File: src/rtl/core/ocq_pkg.sv
// Ordered queue package: field widths, status codes and the cell control bundle.
// No dependencies; used by ocq_cell and ordered_queue_delete_by_key.
package ocq_pkg;

  localparam int unsigned KeyW  = 14;
  localparam int unsigned PosW  = 6;
  localparam int unsigned OccW  = 7;
  localparam int unsigned InW   = 16;
  localparam int unsigned OutW  = 16;

  typedef enum logic [1:0] {
    ST_OK        = 2'd0,
    ST_FULL      = 2'd1,
    ST_EMPTY     = 2'd2,
    ST_NOT_FOUND = 2'd3
  } status_e;

  typedef enum logic {
    OP_INSERT = 1'b0,
    OP_REMOVE = 1'b1
  } op_e;

  typedef struct packed {
    logic            capture;     // compare key against entry, register match
    logic            ins_commit;  // tail cell loads key
    logic            rem_commit;  // cells at and behind the hit pull from neighbor
    logic [KeyW-1:0] key;
  } cell_ctrl_t;

endpackage

File: src/rtl/core/ocq_cell.sv
// One queue slot: holds a key, registers its match flag and shifts toward the head.
// Depends on ocq_pkg.
module ocq_cell (
  input  logic                     clk_i,
  input  logic                     rst_ni,
  input  ocq_pkg::cell_ctrl_t      ctrl_i,
  input  logic                     in_range_i,
  input  logic                     tail_i,
  input  logic                     hit_i,
  output logic                     hit_o,
  output logic                     first_o,
  input  logic [ocq_pkg::KeyW-1:0] next_entry_i,
  output logic [ocq_pkg::KeyW-1:0] entry_o
);
  import ocq_pkg::*;

  logic [KeyW-1:0] entry_q;
  logic            match_q;

  always_ff @(posedge clk_i or negedge rst_ni) begin
    if (!rst_ni) begin
      match_q <= 1'b0;
    end else if (ctrl_i.capture) begin
      match_q <= in_range_i && (entry_q == ctrl_i.key);
    end
  end

  always_ff @(posedge clk_i) begin
    if (ctrl_i.ins_commit && tail_i) begin
      entry_q <= ctrl_i.key;
    end else if (ctrl_i.rem_commit && hit_o) begin
      entry_q <= next_entry_i;
    end
  end

  assign hit_o   = hit_i | match_q;
  assign first_o = match_q & ~hit_i;
  assign entry_o = entry_q;

endmodule

File: src/rtl/core/ordered_queue_delete_by_key.sv
// Ordered key queue with delete-by-key, top level.
// Depends on ocq_pkg and ocq_cell.
//
// Usage:
//   Requests enter on the s_axis channel: bit 0 is the operation (0 insert at
//   tail, 1 remove first matching key), bits 14:1 the plate key. Every request
//   yields one result on m_axis: status, the removed key's former position
//   (entries ahead of it, 0 unless a remove succeeded) and the new occupancy.
//   The queue is a row of DEPTH cells. In the accept cycle every cell compares
//   the key against its slot; in the commit cycle, once the output register is
//   free, the first hit is resolved along the chain, the hit cell and all cells
//   behind it take their neighbor's key, and the result is loaded into the
//   output register. A new request is not accepted until the prior one has
//   committed. A request is accepted while a prior
//   result still waits, but its commit holds until the output register frees.
//   Reset empties the queue (occupancy 0); slot contents are not cleared.
//   A stalled receiver holds the result stable and stalls further requests.
module ordered_queue_delete_by_key #(
  parameter int unsigned DEPTH = 64
) (
  input  logic                      clk_i,
  input  logic                      rst_ni,
  input  logic                      s_axis_tvalid,
  output logic                      s_axis_tready,
  input  logic [ocq_pkg::InW-1:0]   s_axis_tdata,   // [0] operation, [14:1] plate_key
  output logic                      m_axis_tvalid,
  input  logic                      m_axis_tready,
  output logic [ocq_pkg::OutW-1:0]  m_axis_tdata    // [1:0] status, [7:2] position,
                                                    // [14:8] occupancy
);
  import ocq_pkg::*;

  localparam int unsigned CntW = $clog2(DEPTH + 1);
  localparam int unsigned IdxW = $clog2(DEPTH);

  typedef enum logic [1:0] {
    S_IDLE = 2'b01,
    S_EXEC = 2'b10
  } state_e;

  state_e          state_q, state_d;
  logic [CntW-1:0] count_q, count_d;
  logic            op_q;
  logic [KeyW-1:0] key_q;
  logic            out_valid_q, out_valid_d;
  logic [OutW-1:0] out_data_q, out_data_d;

  logic            accept, commit, out_free;
  cell_ctrl_t      ctrl;
  logic [DEPTH-1:0] in_range, tail, hit, first;
  logic [KeyW-1:0]  entry [DEPTH];
  logic [IdxW-1:0]  hit_pos;
  status_e          status;
  logic             any_hit, is_full, is_empty;

  assign s_axis_tready = (state_q == S_IDLE);
  assign accept        = s_axis_tvalid && s_axis_tready;
  assign out_free      = !out_valid_q || m_axis_tready;
  assign commit        = (state_q == S_EXEC) && out_free;

  assign is_full  = (count_q == CntW'(DEPTH));
  assign is_empty = (count_q == '0);
  assign any_hit  = hit[DEPTH-1];

  always_comb begin
    ctrl.capture    = accept;
    ctrl.key        = accept ? s_axis_tdata[KeyW:1] : key_q;
    ctrl.ins_commit = commit && (op_q == OP_INSERT) && !is_full;
    ctrl.rem_commit = commit && (op_q == OP_REMOVE) && any_hit;
  end

  for (genvar i = 0; i < DEPTH; i++) begin : g_cell
    assign in_range[i] = CntW'(i) < count_q;
    assign tail[i]     = CntW'(i) == count_q;

    ocq_cell u_cell (
      .clk_i        (clk_i),
      .rst_ni       (rst_ni),
      .ctrl_i       (ctrl),
      .in_range_i   (in_range[i]),
      .tail_i       (tail[i]),
      .hit_i        ((i == 0) ? 1'b0 : hit[(i == 0) ? 0 : i - 1]),
      .hit_o        (hit[i]),
      .first_o      (first[i]),
      .next_entry_i (entry[(i == DEPTH - 1) ? i : i + 1]),
      .entry_o      (entry[i])
    );
  end

  always_comb begin
    hit_pos = '0;
    for (int unsigned i = 0; i < DEPTH; i++) begin
      hit_pos = hit_pos | (first[i] ? IdxW'(i) : '0);
    end
  end

  always_comb begin
    status  = ST_OK;
    count_d = count_q;
    if (op_q == OP_INSERT) begin
      if (is_full) begin
        status = ST_FULL;
      end else begin
        count_d = count_q + CntW'(1);
      end
    end else begin
      priority if (is_empty) begin
        status = ST_EMPTY;
      end else if (!any_hit) begin
        status = ST_NOT_FOUND;
      end else begin
        count_d = count_q - CntW'(1);
      end
    end
  end

  always_comb begin
    state_d     = state_q;
    out_valid_d = out_valid_q && !m_axis_tready;
    out_data_d  = out_data_q;
    unique case (state_q)
      S_IDLE: begin
        if (accept) state_d = S_EXEC;
      end
      S_EXEC: begin
        if (commit) begin
          state_d     = S_IDLE;
          out_valid_d = 1'b1;
          out_data_d  = {1'b0, OccW'(count_d),
                         ((op_q == OP_REMOVE) && any_hit) ? PosW'(hit_pos) : PosW'(0),
                         status};
        end
      end
      default: state_d = S_IDLE;
    endcase
  end

  always_ff @(posedge clk_i or negedge rst_ni) begin
    if (!rst_ni) begin
      state_q     <= S_IDLE;
      count_q     <= '0;
      out_valid_q <= 1'b0;
    end else begin
      state_q     <= state_d;
      out_valid_q <= out_valid_d;
      if (commit) count_q <= count_d;
    end
  end

  always_ff @(posedge clk_i) begin
    out_data_q <= out_data_d;
    if (accept) begin
      op_q  <= s_axis_tdata[0];
      key_q <= s_axis_tdata[KeyW:1];
    end
  end

  assign m_axis_tvalid = out_valid_q;
  assign m_axis_tdata  = out_data_q;

endmodule
File: config.mk
export PLATFORM = sky130hd
export DESIGN_NAME = ordered_queue_delete_by_key
export DESIGN_NICKNAME = d
export VERILOG_FILES = /design/src/rtl/core/ocq_pkg.sv /design/src/rtl/core/ocq_cell.sv /design/src/rtl/core/ordered_queue_delete_by_key.sv
export SDC_FILE = /design/constraint.sdc
export NUM_CORES = 2
export LEC_CHECK = 0
export ABC_AREA = 1
export ABC_CLOCK_PERIOD_IN_PS = 20600
export BUFFER_PORTS_ARGS = -buffer_cell sky130_fd_sc_hd__buf_2
export CELL_PAD_IN_SITES_DETAIL_PLACEMENT = 0
export CELL_PAD_IN_SITES_GLOBAL_PLACEMENT = 2
export CORE_MARGIN = 2
export CORE_UTILIZATION = 34
export DETAILED_ROUTE_END_ITERATION = 16
export PLACE_DENSITY = 0.8
export SYNTH_ARGS = -nofsm -noshare
export SYNTH_HDL_FRONTEND = slang
export SYNTH_HIERARCHICAL = 1
export SYNTH_SLANG_ARGS = --single-unit
export TNS_END_PERCENT = 10
File: constraint.sdc
create_clock -name clk_i -period 20.6 [get_ports clk_i]
set_clock_uncertainty 0.2 [all_clocks]
set_input_delay 2.06 -clock clk_i [delete_from_list [all_inputs] [get_ports clk_i]]
set_output_delay 2.06 -clock clk_i [all_outputs]
set_load 0.02 [all_outputs]
==> impl_metrics.ini <==
[route]
routed_wl_um = 202000
wl_per_cell_um = 17.3
num_vias = 53400
drt_iter0_drc = 3948
first_pass_iters = 5
drcViolationCount = 0
via_per_inst = 4.58
ant_nets = 0

[critical_path]
regToRegStartpoint = g_cell[0].u_cell/match_q
path_depth = 70
path_class = reg2reg
r2r-end = g_cell[59].u_cell/entry_o[9]
crit_path_start_kind = register
cp_common_cell = or2_2
critPathMaxFanout = 7
cpMaxStageDelayCell = dfrtp_1
required_ns = 20.91
cp-end-kind = register
endpoint = g_cell[59].u_cell/entry_o[9]
cpPeakStageDelay_ns = 0.37
reg2reg_depth = 70
startpoint = g_cell[0].u_cell/match_q
r2r_slack_ns = 0.55
path_buf_inv = 2
crit_arrival_ns = 20.36
cp_top_family = simple AND/OR/NAND/NOR gates

[grt]
track_usage = 0.211
grt_max_degree = 130
grt_overflow = 0
antenna_found_initial = 7
grt_pass1_wl_um = 308000
grt_pass1_vias = 52500

[sta]
worst_slew_pin_slew_ns = 1.19
final_hold_viol_count = 0
worst_hold_slack_ns = 0.370
fmax_mhz = 49.9
fin_crit_sh = 0.973
fin_crit_ns = 20.05
rsz0062_at_grt = false
max_slew_margin = 0.204
setup_violations = 0
drv_slew = 0

[floorplan]
die_height_um = 434
die_width_um = 434
ios = 38
row_count = 157
dieArea_mm2 = 0.188
initial_core_util = 0.343
core_mm2 = 0.183

[placed_design]
dp.final_hpwl_um = 140000
dp.cells = 11400
place.gp.congestion = 0.874
place_area_mm2 = 0.0672
port_buffers = 35

[cts]
cts_buffers = 119
cts-root-buf = clkbuf_16
hold_buffers = 0
cts.sinks = 1000
cts_tree = yes
h-tree-depth = 3
insertion_delay_ns = 0.77
clockBufferDepth = 3
clk_pin_slew_ns = 0.06

[finish]
drive_above_1_share = 0.0827
final_cell_area_mm2 = 0.0714
num-nets-final = 9113
area_growth_pct = 13.5
final_util = 0.389
fin_cells = 11700

[run_status]
run_status = complete, no violations

[power]
peakVddDrop_mv = 0.0749
power_mw = 6.01
p_per_area_mw_per_mm2 = 84.2
p_leak_nw = 36.2

[run]
cap_viol_max_count = 0

[worst_hold_path]
holdCritPathClass = reg2reg

[yosys]
yosys_warnings = 6
netlist_instances = 8903
avgSynthCellArea_um2 = 7.06
syn_area_mm2 = 0.0629
-- through the flow --
step | setup WS, ns | setup TNS [ns]
after floorplan | 0.199 | 0
after global placement | -0.153 | -36.31
after detailed placement | -0.0443 | -0.606
after CTS | 0.0159 | 0
after global routing | 0.0259 | 0
final | 0.553 | 0
-- worst min-delay path, cell delays in order (launching register included) --
cell and delay [ns]:
edfxtp_1 0.36, nand2_1 0.06, o21ai_0 0.06
-- layer usage --
layer	wire (um)	vias up	global-route usage
li1	-	27400	-
met1	90100	24800	0.270
met2	99500	965	0.376
met3	8160	242	0.0267
met4	4230	4	0.0493
met5	23	-	0
-- final cells by class --
class | count | area, um^2
Clock inverter | 74 | 698
Inverter | 1780 | 6690
Antenna cell | 5 | 12.5
Multi-Input combinational cell | 5975 | 25700
Timing Repair Buffer | 212 | 2510
Fill cell | 19600 | 112000
Tap cell | 2464 | 3080
Clock buffer | 150 | 3170
Sequential cell | 1000 | 29500
-- registers in the layout, summed over array words and instances, names as in the netlist --
register / flops
g_cell.u_cell/match_q: 64
key_q: 14
state_q: 2
op_q: 1
m_axis_tvalid: 1
m_axis_tdata: 15
g_cell.u_cell/entry_o: 896
count_q: 7
-- worst min-delay path by stage --
stage,startpoint,depth (start not counted),slack (ns),endpoint
final,g_cell[50].u_cell/entry_o[9],2,0.37,g_cell[49].u_cell/entry_o[9]
after global placement,state_q[1],2,0.32,m_axis_tvalid
after detailed placement,state_q[1],2,0.34,m_axis_tvalid
after CTS,state_q[1],2,0.36,m_axis_tvalid
after global routing,state_q[1],2,0.40,m_axis_tvalid
after floorplan,state_q[1],2,0.28,m_axis_tvalid
-- placed cells by master, fill, tap and decap left out, types with 68 or more instances in the layout --
| cell type | count |
|---|---|
| or2_2 | 120 |
| nand3_1 | 81 |
| buf_12 | 68 |
| nand2_1 | 3834 |
| nor2_1 | 767 |
| o21ai_0 | 798 |
| clkbuf_16 | 128 |
| edfxtp_1 | 912 |
| nand2_2 | 74 |
| buf_4 | 101 |
| mux2_2 | 128 |
| inv_1 | 1768 |
| dfrtp_1 | 73 |
-- power breakdown --
part | switching, mW | internal, mW | leakage (nW)
Clock | 0.899 | 1.23 | 1.89
Combinational | 1.19 | 0.404 | 25.0
Sequential | 0.0514 | 2.24 | 9.35
-- what timing repair did --
action | in CTS | in global routing
gates resized for setup | 6 | 19
pin swaps | 1 | 2
setup buffers | 0 | 2
endpoints found under the setup margin | 792 | 916
gates cloned | 1 | 8
Power figures use the tool's default switching activity.
